--- config.mk ---
export PLATFORM = sky130hd
export DESIGN_NAME = line_voltage_window_monitor
export DESIGN_NICKNAME = d
export VERILOG_FILES = /design/src/rtl/core/lvwm_pkg.sv /design/src/rtl/core/line_voltage_window_monitor.sv /design/src/rtl/core/lvwm_window.sv /design/src/rtl/core/lvwm_mean_div.sv /design/src/rtl/core/lvwm_check.sv
export SDC_FILE = /design/constraint.sdc
export NUM_CORES = 1
export LEC_CHECK = 0
export ABC_AREA = 1
export BUFFER_PORTS_ARGS = -buffer_cell sky130_fd_sc_hd__buf_4
export CAP_MARGIN = 20
export CORE_MARGIN = 5
export CORE_UTILIZATION = 30
export DETAILED_ROUTE_END_ITERATION = 12
export PLACE_DENSITY = 0.42
export SYNTH_ARGS = -nofsm -noshare
export SYNTH_HDL_FRONTEND = slang
export SYNTH_HIERARCHICAL = 1
export SYNTH_SLANG_ARGS = --single-unit
--- constraint.sdc ---
create_clock -name i_clk -period 3 [get_ports i_clk]
set_input_delay 0.3 -clock i_clk [delete_from_list [all_inputs] [get_ports i_clk]]
set_output_delay 0.3 -clock i_clk [all_outputs]
set_load 0.01 [all_outputs]
--- src/rtl/core/lvwm_pkg.sv ---
// ----------------------------------------------------------------------------
// lvwm_pkg
// Shared types and constants of the line voltage window monitor.
// ----------------------------------------------------------------------------
package lvwm_pkg;

    localparam int LVWM_WINDOW   = 8;
    localparam int LVWM_SAMPLE_W = 16;
    localparam int LVWM_CFG_IDX_W = 3;

    typedef enum logic [LVWM_CFG_IDX_W-1:0] {
        CFG_SPIKE_MARGIN    = 3'd0,
        CFG_OVERFLOW_LIMIT  = 3'd1,
        CFG_UNDERFLOW_LIMIT = 3'd2,
        CFG_BASELINE_PRESET = 3'd3
    } t_cfg_idx;

    typedef enum logic [1:0] {
        RANGE_OK    = 2'd0,
        RANGE_OVER  = 2'd1,
        RANGE_UNDER = 2'd2
    } t_range;

    typedef struct packed {
        logic [LVWM_SAMPLE_W-1:0] spike_margin;
        logic [LVWM_SAMPLE_W-1:0] overflow_limit;
        logic [LVWM_SAMPLE_W-1:0] underflow_limit;
    } t_limits;

    typedef struct packed {
        logic                     load;
        logic [LVWM_SAMPLE_W-1:0] value;
    } t_bl_load;

endpackage

--- src/rtl/core/line_voltage_window_monitor.sv ---
// ----------------------------------------------------------------------------
// line_voltage_window_monitor
// Moving-average monitor of raw ADC line-voltage samples with spike and
// over/under-range checks against programmable limits.
//
//   channel  direction  handshake                payload
//   in       input      i_in_valid / o_in_ready  i_sample, i_capture_baseline
//   out      output     o_out_valid / i_out_ready o_mean_level, o_spike,
//                                                o_range_status
//   cfg      input      i_cfg_valid / o_cfg_ready i_cfg_index, i_cfg_data
//
// One word per cycle sustained while the output is not stalled; a result passes
// through ring read, sum update, reciprocal multiply and checks, each registered.
// The ring memory has one read and one write port, each used once per word.
// Reset is synchronous; it empties the pipeline and marks every ring entry
// as zero through per-entry valid bits, so no clearing pass is needed.
// A stalled output holds each stage; the input stays open while any stage
// ahead of it can move.
// ----------------------------------------------------------------------------
module line_voltage_window_monitor
    import lvwm_pkg::*;
#(
    parameter int WINDOW = LVWM_WINDOW
) (
    input  logic                      i_clk,
    input  logic                      i_rst_n,
    input  logic                      i_in_valid,
    output logic                      o_in_ready,
    input  logic [LVWM_SAMPLE_W-1:0]  i_sample,
    input  logic                      i_capture_baseline,
    output logic                      o_out_valid,
    input  logic                      i_out_ready,
    output logic [LVWM_SAMPLE_W-1:0]  o_mean_level,
    output logic                      o_spike,
    output logic [1:0]                o_range_status,
    input  logic                      i_cfg_valid,
    output logic                      o_cfg_ready,
    input  logic [LVWM_CFG_IDX_W-1:0] i_cfg_index,
    input  logic [LVWM_SAMPLE_W-1:0]  i_cfg_data
);

    localparam int SUM_W = LVWM_SAMPLE_W + $clog2(WINDOW);

    t_limits                  r_lim;
    t_bl_load                 bl_load;
    logic                     cfg_wr;
    logic                     in_acc;
    logic                     a_en;
    logic                     b_en;
    logic                     c_en;
    logic                     d_en;
    logic                     b_vld;
    logic [SUM_W-1:0]         b_sum;
    logic                     b_cap;
    logic                     c_vld;
    logic [LVWM_SAMPLE_W-1:0] c_mean;
    logic                     c_cap;
    logic                     d_vld;
    t_range                   d_status;

    assign o_cfg_ready = 1'b1;
    assign cfg_wr      = i_cfg_valid && o_cfg_ready;

    always_ff @(posedge i_clk) begin
        if (!i_rst_n) begin
            r_lim.spike_margin    <= '0;
            r_lim.overflow_limit  <= '1;
            r_lim.underflow_limit <= '0;
        end else if (cfg_wr) begin
            unique case (i_cfg_index)
                CFG_SPIKE_MARGIN:    r_lim.spike_margin    <= i_cfg_data;
                CFG_OVERFLOW_LIMIT:  r_lim.overflow_limit  <= i_cfg_data;
                CFG_UNDERFLOW_LIMIT: r_lim.underflow_limit <= i_cfg_data;
                default: begin
                end
            endcase
        end
    end

    assign bl_load.load  = cfg_wr && (i_cfg_index == CFG_BASELINE_PRESET);
    assign bl_load.value = i_cfg_data;

    assign d_en       = !d_vld || i_out_ready;
    assign c_en       = !c_vld || d_en;
    assign b_en       = !b_vld || c_en;
    assign o_in_ready = a_en;
    assign in_acc     = i_in_valid && a_en;

    lvwm_window #(
        .WINDOW (WINDOW)
    ) u_window (
        .i_clk   (i_clk),
        .i_rst_n (i_rst_n),
        .i_acc   (in_acc),
        .i_sample(i_sample),
        .i_cap   (i_capture_baseline),
        .i_b_en  (b_en),
        .o_a_en  (a_en),
        .o_b_vld (b_vld),
        .o_b_sum (b_sum),
        .o_b_cap (b_cap)
    );

    lvwm_mean_div #(
        .WINDOW (WINDOW)
    ) u_mean_div (
        .i_clk   (i_clk),
        .i_rst_n (i_rst_n),
        .i_en    (c_en),
        .i_vld   (b_vld),
        .i_sum   (b_sum),
        .i_cap   (b_cap),
        .o_vld   (c_vld),
        .o_mean  (c_mean),
        .o_cap   (c_cap)
    );

    lvwm_check u_check (
        .i_clk   (i_clk),
        .i_rst_n (i_rst_n),
        .i_en    (d_en),
        .i_vld   (c_vld),
        .i_mean  (c_mean),
        .i_cap   (c_cap),
        .i_lim   (r_lim),
        .i_bl    (bl_load),
        .o_vld   (d_vld),
        .o_mean  (o_mean_level),
        .o_spike (o_spike),
        .o_status(d_status)
    );

    assign o_out_valid    = d_vld;
    assign o_range_status = d_status;

    a_spike_nonzero: assert property (@(posedge i_clk) disable iff (!i_rst_n)
        o_out_valid && o_spike |-> o_mean_level != '0)
        else $error("spike flagged on zero mean");

    a_over_limit: assert property (@(posedge i_clk) disable iff (!i_rst_n)
        o_out_valid && o_range_status == RANGE_OVER |-> o_mean_level > r_lim.overflow_limit)
        else $error("over-range status without mean above limit");

    a_under_limit: assert property (@(posedge i_clk) disable iff (!i_rst_n)
        o_out_valid && o_range_status == RANGE_UNDER
            |-> o_mean_level < r_lim.underflow_limit)
        else $error("under-range status without mean below limit");

endmodule

--- src/rtl/core/lvwm_window.sv ---
// ----------------------------------------------------------------------------
// lvwm_window
// Sample ring memory with running window sum. Reads the oldest sample in the
// accept cycle, then subtracts it, adds the new sample and writes it back.
// ----------------------------------------------------------------------------
module lvwm_window
    import lvwm_pkg::*;
#(
    parameter int WINDOW = LVWM_WINDOW
) (
    input  logic                                       i_clk,
    input  logic                                       i_rst_n,
    input  logic                                       i_acc,
    input  logic [LVWM_SAMPLE_W-1:0]                   i_sample,
    input  logic                                       i_cap,
    input  logic                                       i_b_en,
    output logic                                       o_a_en,
    output logic                                       o_b_vld,
    output logic [LVWM_SAMPLE_W+$clog2(WINDOW)-1:0]    o_b_sum,
    output logic                                       o_b_cap
);

    localparam int PW    = $clog2(WINDOW);
    localparam int SUM_W = LVWM_SAMPLE_W + PW;

    logic [LVWM_SAMPLE_W-1:0] r_mem [WINDOW];
    logic [WINDOW-1:0]        r_vld_bits;
    logic [PW-1:0]            r_wr_ptr;

    logic                     r_a_vld;
    logic [LVWM_SAMPLE_W-1:0] r_a_sample;
    logic                     r_a_cap;
    logic [PW-1:0]            r_a_ptr;
    logic [LVWM_SAMPLE_W-1:0] r_rd_data;
    logic                     r_rd_vld;

    logic [SUM_W-1:0]         r_sum;
    logic [SUM_W-1:0]         n_sum;
    logic                     r_b_vld;
    logic                     r_b_cap;
    logic                     a_adv;
    logic [LVWM_SAMPLE_W-1:0] old_sample;

    assign o_a_en     = !r_a_vld || i_b_en;
    assign a_adv      = r_a_vld && i_b_en;
    assign old_sample = r_rd_vld ? r_rd_data : '0;
    assign n_sum      = r_sum - SUM_W'(old_sample) + SUM_W'(r_a_sample);

    always_ff @(posedge i_clk) begin
        if (a_adv) begin
            r_mem[r_a_ptr] <= r_a_sample;
        end
        if (i_acc) begin
            r_rd_data <= r_mem[r_wr_ptr];
        end
    end

    always_ff @(posedge i_clk) begin
        if (!i_rst_n) begin
            r_vld_bits <= '0;
            r_wr_ptr   <= '0;
            r_a_vld    <= 1'b0;
            r_b_vld    <= 1'b0;
            r_sum      <= '0;
        end else begin
            if (a_adv) begin
                r_vld_bits[r_a_ptr] <= 1'b1;
                r_sum               <= n_sum;
            end
            if (i_acc) begin
                r_wr_ptr <= (r_wr_ptr == PW'(WINDOW - 1)) ? '0 : r_wr_ptr + 1'b1;
            end
            if (o_a_en) begin
                r_a_vld <= i_acc;
            end
            if (i_b_en) begin
                r_b_vld <= r_a_vld;
            end
        end
    end

    always_ff @(posedge i_clk) begin
        if (i_acc) begin
            r_a_sample <= i_sample;
            r_a_cap    <= i_cap;
            r_a_ptr    <= r_wr_ptr;
            r_rd_vld   <= r_vld_bits[r_wr_ptr];
        end
        if (a_adv) begin
            r_b_cap <= r_a_cap;
        end
    end

    assign o_b_vld = r_b_vld;
    assign o_b_sum = r_sum;
    assign o_b_cap = r_b_cap;

endmodule

--- src/rtl/core/lvwm_mean_div.sv ---
// ----------------------------------------------------------------------------
// lvwm_mean_div
// Divides the window sum by WINDOW through a registered reciprocal multiply.
// ----------------------------------------------------------------------------
module lvwm_mean_div
    import lvwm_pkg::*;
#(
    parameter int WINDOW = LVWM_WINDOW
) (
    input  logic                                     i_clk,
    input  logic                                     i_rst_n,
    input  logic                                     i_en,
    input  logic                                     i_vld,
    input  logic [LVWM_SAMPLE_W+$clog2(WINDOW)-1:0]  i_sum,
    input  logic                                     i_cap,
    output logic                                     o_vld,
    output logic [LVWM_SAMPLE_W-1:0]                 o_mean,
    output logic                                     o_cap
);

    localparam int          PW     = $clog2(WINDOW);
    localparam int          SUM_W  = LVWM_SAMPLE_W + PW;
    localparam int          SHIFT  = SUM_W + PW;
    localparam int          RCP_W  = SUM_W + 1;
    localparam int          PROD_W = SUM_W + RCP_W;
    localparam logic [63:0] RCP    = ((64'd1 << SHIFT) + 64'(WINDOW) - 64'd1) / 64'(WINDOW);

    logic              r_vld;
    logic              r_cap;
    logic [PROD_W-1:0] r_prod;

    always_ff @(posedge i_clk) begin
        if (!i_rst_n) begin
            r_vld <= 1'b0;
        end else if (i_en) begin
            r_vld <= i_vld;
        end
    end

    always_ff @(posedge i_clk) begin
        if (i_en && i_vld) begin
            r_prod <= PROD_W'(i_sum) * PROD_W'(RCP[RCP_W-1:0]);
            r_cap  <= i_cap;
        end
    end

    assign o_vld  = r_vld;
    assign o_mean = r_prod[SHIFT +: LVWM_SAMPLE_W];
    assign o_cap  = r_cap;

endmodule

--- src/rtl/core/lvwm_check.sv ---
// ----------------------------------------------------------------------------
// lvwm_check
// Spike and range checks on the mean, baseline capture and output register.
// ----------------------------------------------------------------------------
module lvwm_check
    import lvwm_pkg::*;
(
    input  logic                     i_clk,
    input  logic                     i_rst_n,
    input  logic                     i_en,
    input  logic                     i_vld,
    input  logic [LVWM_SAMPLE_W-1:0] i_mean,
    input  logic                     i_cap,
    input  t_limits                  i_lim,
    input  t_bl_load                 i_bl,
    output logic                     o_vld,
    output logic [LVWM_SAMPLE_W-1:0] o_mean,
    output logic                     o_spike,
    output t_range                   o_status
);

    logic                     r_vld;
    logic [LVWM_SAMPLE_W-1:0] r_baseline;
    logic [LVWM_SAMPLE_W-1:0] r_mean;
    logic                     r_spike;
    t_range                   r_status;
    logic [LVWM_SAMPLE_W:0]   thresh;
    logic                     spike;
    t_range                   status;
    logic                     take;

    assign take   = i_en && i_vld;
    assign thresh = {1'b0, r_baseline} + {1'b0, i_lim.spike_margin};
    assign spike  = {1'b0, i_mean} > thresh;

    always_comb begin
        priority if (i_mean > i_lim.overflow_limit) begin
            status = RANGE_OVER;
        end else if (i_mean < i_lim.underflow_limit) begin
            status = RANGE_UNDER;
        end else begin
            status = RANGE_OK;
        end
    end

    always_ff @(posedge i_clk) begin
        if (!i_rst_n) begin
            r_vld      <= 1'b0;
            r_baseline <= '0;
        end else begin
            if (i_en) begin
                r_vld <= i_vld;
            end
            if (i_bl.load) begin
                r_baseline <= i_bl.value;
            end else if (take && i_cap) begin
                r_baseline <= i_mean;
            end
        end
    end

    always_ff @(posedge i_clk) begin
        if (take) begin
            r_mean   <= i_mean;
            r_spike  <= spike;
            r_status <= status;
        end
    end

    assign o_vld    = r_vld;
    assign o_mean   = r_mean;
    assign o_spike  = r_spike;
    assign o_status = r_status;

endmodule

==> results of run 1 <==
[report_power, final]
group	switching, mW	leakage [nW]	internal, mW
logic	1.17	4.38	0.663
registers	0.114	2.66	4.60
clock network	1.75	0.596	2.73
[final timing paths]
| path | end | slack (ps) | cells after the start |
|---|---|---|---|
| max | u_check/o_spike$_DFFE_PP_ | 90 | 19 |
| min | r_lim[27]$_SDFFE_PN1P_ | 50 | 3 |
| max reg2reg | u_check/o_spike$_DFFE_PP_ | 90 | 19 |
| min reg2reg | u_mean_div/r_prod[28]$_DFFE_PP_ | 420 | 0 |
[state kept, by name, summed over array words and instances, names as in the netlist, 2 cells and up]
register and flops:
r_lim 48, u_window/r_vld_bits 8, u_check/o_mean 16, u_window/r_rd_data 16, u_check/o_status 2, u_window/r_mem 128
u_window/r_a_ptr 3, u_window/r_wr_ptr 3, u_window/r_a_sample 16, u_check/r_baseline 16, u_mean_div/r_prod 16, u_window/o_b_sum 19
[what timing repair did]
item,4_1_cts,5_1_grt
hold buffers,21,0
resized for setup,0,17
buffers inserted,0,5
endpoints found under the hold margin,21,0
setup endpoints to repair,0,2
[final cells by class]
| type | count | share of cell area (%) |
|---|---|---|
| Clock buffer | 49 | 5.72 |
| Clock inverter | 18 | 1.17 |
| Inverter | 234 | 4.97 |
| Multi-Input combinational cell | 1019 | 32.5 |
| Sequential cell | 300 | 45.4 |
| Tap cell | 664 | 4.69 |
| Timing Repair Buffer | 122 | 5.54 |
[synthesized netlist by cell type, drive strengths merged (4+ instances only)]
master	instances	area (um2)
a21oi	94	493
a31oi	33	206
buf	39	244
clkbuf	20	77.6
dfxtp	98	1960
edfxtp	202	6070
fa	17	340
ha	84	1050
inv	232	871
nand2	262	1010
nand3	110	566
nand4	4	25.0
nor2	235	915
nor3	10	50.1
o21ai	117	601
o22ai	17	106
xnor2	10	87.6
xor2	8	70.1
[worst register-to-register path, stage by stage, from the launching register on]
cell	delay [ps]
dfxtp_2	330
ha_4	160
fa_2	390
a21oi_4	180
o21ai_4	90
nand2_2	90
nand2_4	60
nand2_2	60
nand2_2	70
nand2_2	70
nand2_1	50
nand2_1	60
nand2_2	70
ha_4	280
nand2_4	50
nor3_2	140
nand2_1	60
or3_4	370
nand3_2	80
a21oi_2	30
[metal layers]
metal | GRT usage, % | vias up | part of all wire, %
met1 | 19.8 | 5281 | 48
met3 | 1.98 | 42 | 3.4
li1 | - | 5554 | -
met2 | 24.6 | 188 | 47
met4 | 4.04 | 0 | 1.9
met5 | 0 | - | 0
[logic make-up (layout without fill, tap and decap cells)]
family	after synthesis	in the layout	share of synthesized area [%]
fa+ha+maj	101	101	9.35
other cells	1	1	0.0252
compound gates	272	272	10.0
simple gates	627	627	17.5
buf+inv	293	423	8.07
xor+xnor	18	18	1.06
flops	300	300	53.9
==> flow_metrics.py, run 1 <==
metrics = {
    "floorplanning": {
        "die-area_mm2": 0.0542,
        "core_mm2": 0.0491,
        "num_rows": 81,
        "die_h_um": 233,
        "initial_core_util_pct": 30.3,
        "ios": 63,
        "fp.dieW_um": 233,
    },
    "synthesis": {
        "synth_seq_cells": 300,
        "synthFlopType": "edfxtp_1",
        "ys_seq_area_share_pct": 53.9,
        "synth_edf_count": 202,
        "synth_cell_types": 44,
        "syn_nets": 1754,
        "synthesis.area_mm2": 0.0149,
        "synth_area_per_cell_um2": 9.23,
        "synthCells": 1612,
        "yosys_warnings": 6,
        "postSynth.asyncResetShare_pct": 0,
    },
    "worst_hold_path": {
        "hold_path_class": "in2reg",
        "min_from": "i_cfg_data[11]",
    },
    "sta": {
        "post-route-period-util_pct": 97.1,
        "min_period_ps": 2910,
        "worst_slack_ps": 86.4,
        "rsz0062_at_grt": "yes",
        "maxSlewViolCount": 0,
        "worst_hold_slack_ps": 50.1,
        "max_freq_ghz": 0.343,
        "setup_viol": 0,
        "finClkSkew_ps": 19.6,
        "slew_headroom_pct": 44.2,
        "worst_pin_slew_ps": 837,
        "hold_viol": 0,
        "tns_ps": 0,
    },
    "layout": {
        "syn_to_final_growth_pct": 19.0,
        "final_common_cell": "nand2_1",
        "multiInputGateArea_mm2": 0.00576,
        "diodes": 0,
        "layout.cells.non_filler": 2406,
        "seq_area_mm2": 0.00803,
        "fill_cells": 5088,
        "nNetsFinal": 1856,
        "final_core_util_pct": 36.1,
        "fin_area_mm2": 0.0177,
        "final_cell_mix": "nand2_1 (248), inv_1 (226), nor2_1 (218)",
        "drive_gt1_share_pct": 12.5,
    },
    "setup_path": {
        "path_delay_family": "simple AND/OR/NAND/NOR gates",
        "cp.required_ps": 3310,
        "cp.buffers_inverters": 0,
        "cpMaxStageDelayCell": "fa_2",
        "cpPeakStageDelay_ps": 390,
        "crit_arrival_ps": 3220,
        "cp_common_cell": "nand2_2",
        "cp-end-kind": "register",
        "cp-startpoint": "r_lim[32]$_SDFFE_PN0P_",
        "path_class": "reg2reg",
        "path_cells": "ha_4 > fa_2 > a21oi_4 > o21ai_4 > nand2_2 > nand2_4 > nand2_2 > nand2_2 > nand2_2 > nand2_1 > nand2_1 > nand2_2 > ha_4 > nand2_4 > nor3_2 > nand2_1 > or3_4 > nand3_2 > a21oi_2",
        "reg2reg_from": "r_lim[32]$_SDFFE_PN0P_",
        "startpoint_type": "register",
        "critPathMaxFanout": 3,
    },
    "routing": {
        "drt_first_pass_iters": 5,
        "antenna_left": 0,
        "drtIter0Drc": 674,
        "wirelength_mm": 39.1,
        "drc_errors": 0,
        "vias_per_cell": 4.60,
        "detail_route.wl_per_cell_um": 16.2,
        "via_count": 11065,
    },
    "cts": {
        "clock-sinks": 300,
        "cts.reportedPaths.clkPinSlew_ps": 60,
        "clkLatencyLatePin_ps": 540,
        "cts_max_level": 2,
        "clock_path_buffers": 3,
        "cts_root_buf": "clkbuf_16",
        "numCtsBuffers": 37,
        "cts_tree": "built",
    },
    "run": {
        "maxCapViolations": 0,
    },
    "placement": {
        "dp_slack_ps": 27.7,
        "dp_cells": 2313,
        "placed_area_mm2": 0.0162,
        "gp_congestion": 0.823,
        "portBuffers": 61,
        "place_hpwl_mm": 27.2,
    },
    "grt": {
        "antenna_found_initial": 0,
        "grt_overflow_total": 0,
        "grt_pass1_wl_mm": 62.4,
        "grt_start_max_net_pins": 73,
        "grt_pass1_vias": 11116,
        "grt_usage_pct": 14.6,
    },
    "power": {
        "p_per_area_mw_per_mm2": 623,
        "p_leak_nw": 7.64,
        "max-vdd-ir-drop_v": 0.000425,
        "power_mw": 11.0,
    },
    "status": {
        "status": "finished clean",
    },
}
Power figures use the tool's default switching activity.
==> run 2: changes to the inputs <==
CORE_MARGIN = not set   (was 5)
PLACE_DENSITY = 0.41   (was 0.42)
clock period = 3.4 ns   (was 3 ns; I/O delays follow)
==> run 2 against run 1 <==
  * Design area is 1.8% lower
  * Final cell count is 0.75% lower
  * Die area is 6.8% lower
  * Via count is 1.7% lower
  * Flip-flop and latch count stayed put
  * Non-clock buffer count is 18 lower
  * Power is 15% lower
  * Register-to-register slack better by 320 ps
  * Worst hold slack better by 14 ps
  * Sequential share of layout area is 0.81 points higher
  * Critical path type unchanged
  * Critical endpoint unchanged
  * Largest cell class unchanged
  * Largest power group unchanged
==> flow_metrics.py, run 2 (same netlist as run 1, synthesis figures left out) <==
metrics = {
    "status": {
        "status": "finished clean",
    },
    "grt": {
        "grt_pass1_vias": 10839,
        "grt_pass1_wl_mm": 63.1,
        "grt_usage_pct": 16.2,
        "grt_use_met1_pct": 22.3,
        "antenna_found_initial": 0,
        "grt_use_met2_pct": 26.5,
        "busiest_layer": "met2",
        "grt_overflow_total": 0,
        "grt_start_max_net_pins": 75,
        "use_met3_pct": 2.22,
    },
    "placement": {
        "dp_slack_ps": 404,
        "place_hpwl_mm": 27.1,
        "dp_cells": 2304,
        "portBuffers": 61,
        "gp_congestion": 0.801,
    },
    "cts": {
        "numCtsBuffers": 37,
        "cts_tree": "built",
        "cts_max_level": 2,
        "cts.reportedPaths.clkPinSlew_ps": 60,
        "post-cts-setup-buffer-count": 0,
        "cts_root_buf": "clkbuf_16",
        "clkLatencyLatePin_ps": 560,
        "clock-sinks": 300,
        "clock_path_buffers": 3,
    },
    "floorplanning": {
        "initial_core_util_pct": 30.4,
        "die_h_um": 225,
        "core_mm2": 0.0490,
        "die-area_mm2": 0.0505,
        "ios": 63,
        "num_rows": 81,
        "fp.dieW_um": 225,
    },
    "layout": {
        "final_core_util_pct": 35.5,
        "final_common_cell": "nand2_1",
        "nNetsFinal": 1838,
        "final_cell_mix": "nand2_1 (250), inv_1 (226), nor2_1 (218)",
        "drive_gt1_share_pct": 11.0,
        "syn_to_final_growth_pct": 16.8,
        "layout.cells.non_filler": 2388,
        "regMostFlops": "u_window/r_mem",
        "largest_reg_flops": 128,
        "diodes": 0,
    },
    "routing": {
        "wirelength_mm": 39.7,
        "drc_errors": 0,
        "vias_per_cell": 4.56,
        "via_count": 10879,
        "detail_route.wl_per_cell_um": 16.6,
        "drt_first_pass_iters": 5,
        "antenna_left": 0,
        "drtIter0Drc": 639,
    },
    "setup_path": {
        "cp-startpoint": "r_lim[32]$_SDFFE_PN0P_",
        "startpoint_type": "register",
        "r2r_end": "u_check/o_spike$_DFFE_PP_",
        "cpPeakStageDelay_ps": 420,
        "reg2reg_from": "r_lim[32]$_SDFFE_PN0P_",
        "path_delay_family": "adder cells",
        "path_depth": 14,
        "cpMaxStageDelayCell": "fa_1",
        "crit_arrival_ps": 3310,
        "path_cells": "ha_1 > fa_1 > a21oi_2 > o21ai_4 > a21oi_1 > o21ai_1 > xnor2_1 > ha_1 > inv_1 > nor3_1 > nand2_1 > or3_1 > nand3_1 > a21oi_1",
        "cp-end-kind": "register",
        "path_class": "reg2reg",
        "cp.buffers_inverters": 1,
        "critPathMaxFanout": 3,
        "timing.critical_path.to": "u_check/o_spike$_DFFE_PP_",
        "r2r_cells": 14,
        "reg2reg_slack_ps": 400,
        "cp.required_ps": 3710,
    },
    "sta": {
        "max_freq_ghz": 0.334,
        "tns_ps": 0,
        "post-route-period-util_pct": 88.1,
        "maxSlewViolCount": 0,
        "finClkSkew_ps": 21.1,
        "worst_pin_slew_ps": 1020,
        "slew_headroom_pct": 31.6,
        "worst_slack_ps": 404,
        "setup_viol": 0,
        "min_period_ps": 3000,
        "hold_viol": 0,
        "rsz0062_at_grt": "no",
    },
    "worst_hold_path": {
        "hold_path_class": "in2reg",
    },
    "power": {
        "max-vdd-ir-drop_v": 0.000272,
        "p_leak_nw": 7.49,
        "p_per_area_mw_per_mm2": 540,
        "power_mw": 9.39,
    },
    "run": {
        "maxCapViolations": 0,
    },
}
[run 2: cell count changes in the layout (fill, tap and decap cells not counted), moves of 3 or more]
cell,before,now
clkinv_1,5,8
buf_4,100,84
dlygate4sd3_1,21,17
bufinv_16,4,0
[run 2: power breakdown]
group	switching, mW	internal [mW]	total [mW]	leakage, nW
combinational	1.02	0.570	1.59	4.29
sequential	0.118	4.06	4.18	2.66
clock	1.60	2.02	3.62	0.531
total	2.73	6.66	9.39	7.49
[run 2: per-stage QoR]
stage / area, um2 / hold WS [ps]
floorplan: 14900 / 400
global placement: 16100 / 416
detailed placement: 16100 / 411
CTS: 17400 / 28.7
global route: 17400 / 72.9
finish: 17400 / 64.0
[run 2: final cells by class]
cell class | instances | area (um2)
fill | 5038 | 31600
multi-input combinational | 1019 | 5690
sequential | 300 | 8030
tap | 664 | 831
inverter | 234 | 880
clock inverter | 22 | 135
clock buffer | 45 | 956
timing repair buffer | 104 | 868
[run 2: metal layers]
metal	vias to the layer above	wire, um
met1	5160	19300
met4	0	704
li1	5519	-
met3	43	1250
met2	157	18400
met5	-	0
[run 2: worst register-to-register path, cell delays in order (launching register included)]
cell     delay (ps)
dfxtp_1         310
ha_1            240
fa_1            420
a21oi_2         200
o21ai_4          80
a21oi_1         210
o21ai_1         110
xnor2_1         130
ha_1            320
inv_1            70
nor3_1          180
nand2_1          60
or3_1           310
nand3_1          80
a21oi_1          40
[run 2: how the worst min path moves through the flow]
stage          slack [ps]  depth (start not counted)                          to                       start
2_1_floorplan         400                          0  u_mean_div/o_cap$_DFFE_PP_  u_window/o_b_cap$_DFFE_PP_
6_report               60                          3      r_lim[26]$_SDFFE_PN1P_              i_cfg_data[10]
4_1_cts                30                          3      r_lim[26]$_SDFFE_PN1P_              i_cfg_data[10]
3_3_place_gp          420                          0  u_window/o_b_cap$_DFFE_PP_  u_window/r_a_cap$_DFFE_PP_
5_1_grt                70                          3      r_lim[30]$_SDFFE_PN1P_              i_cfg_data[14]
3_5_place_dp          410                          0  u_window/o_b_cap$_DFFE_PP_  u_window/r_a_cap$_DFFE_PP_
[run 2: repair_timing]
item	in CTS	in global routing
hold buffers	17	0
hold endpoints to repair	17	0
gates resized for setup	0	0
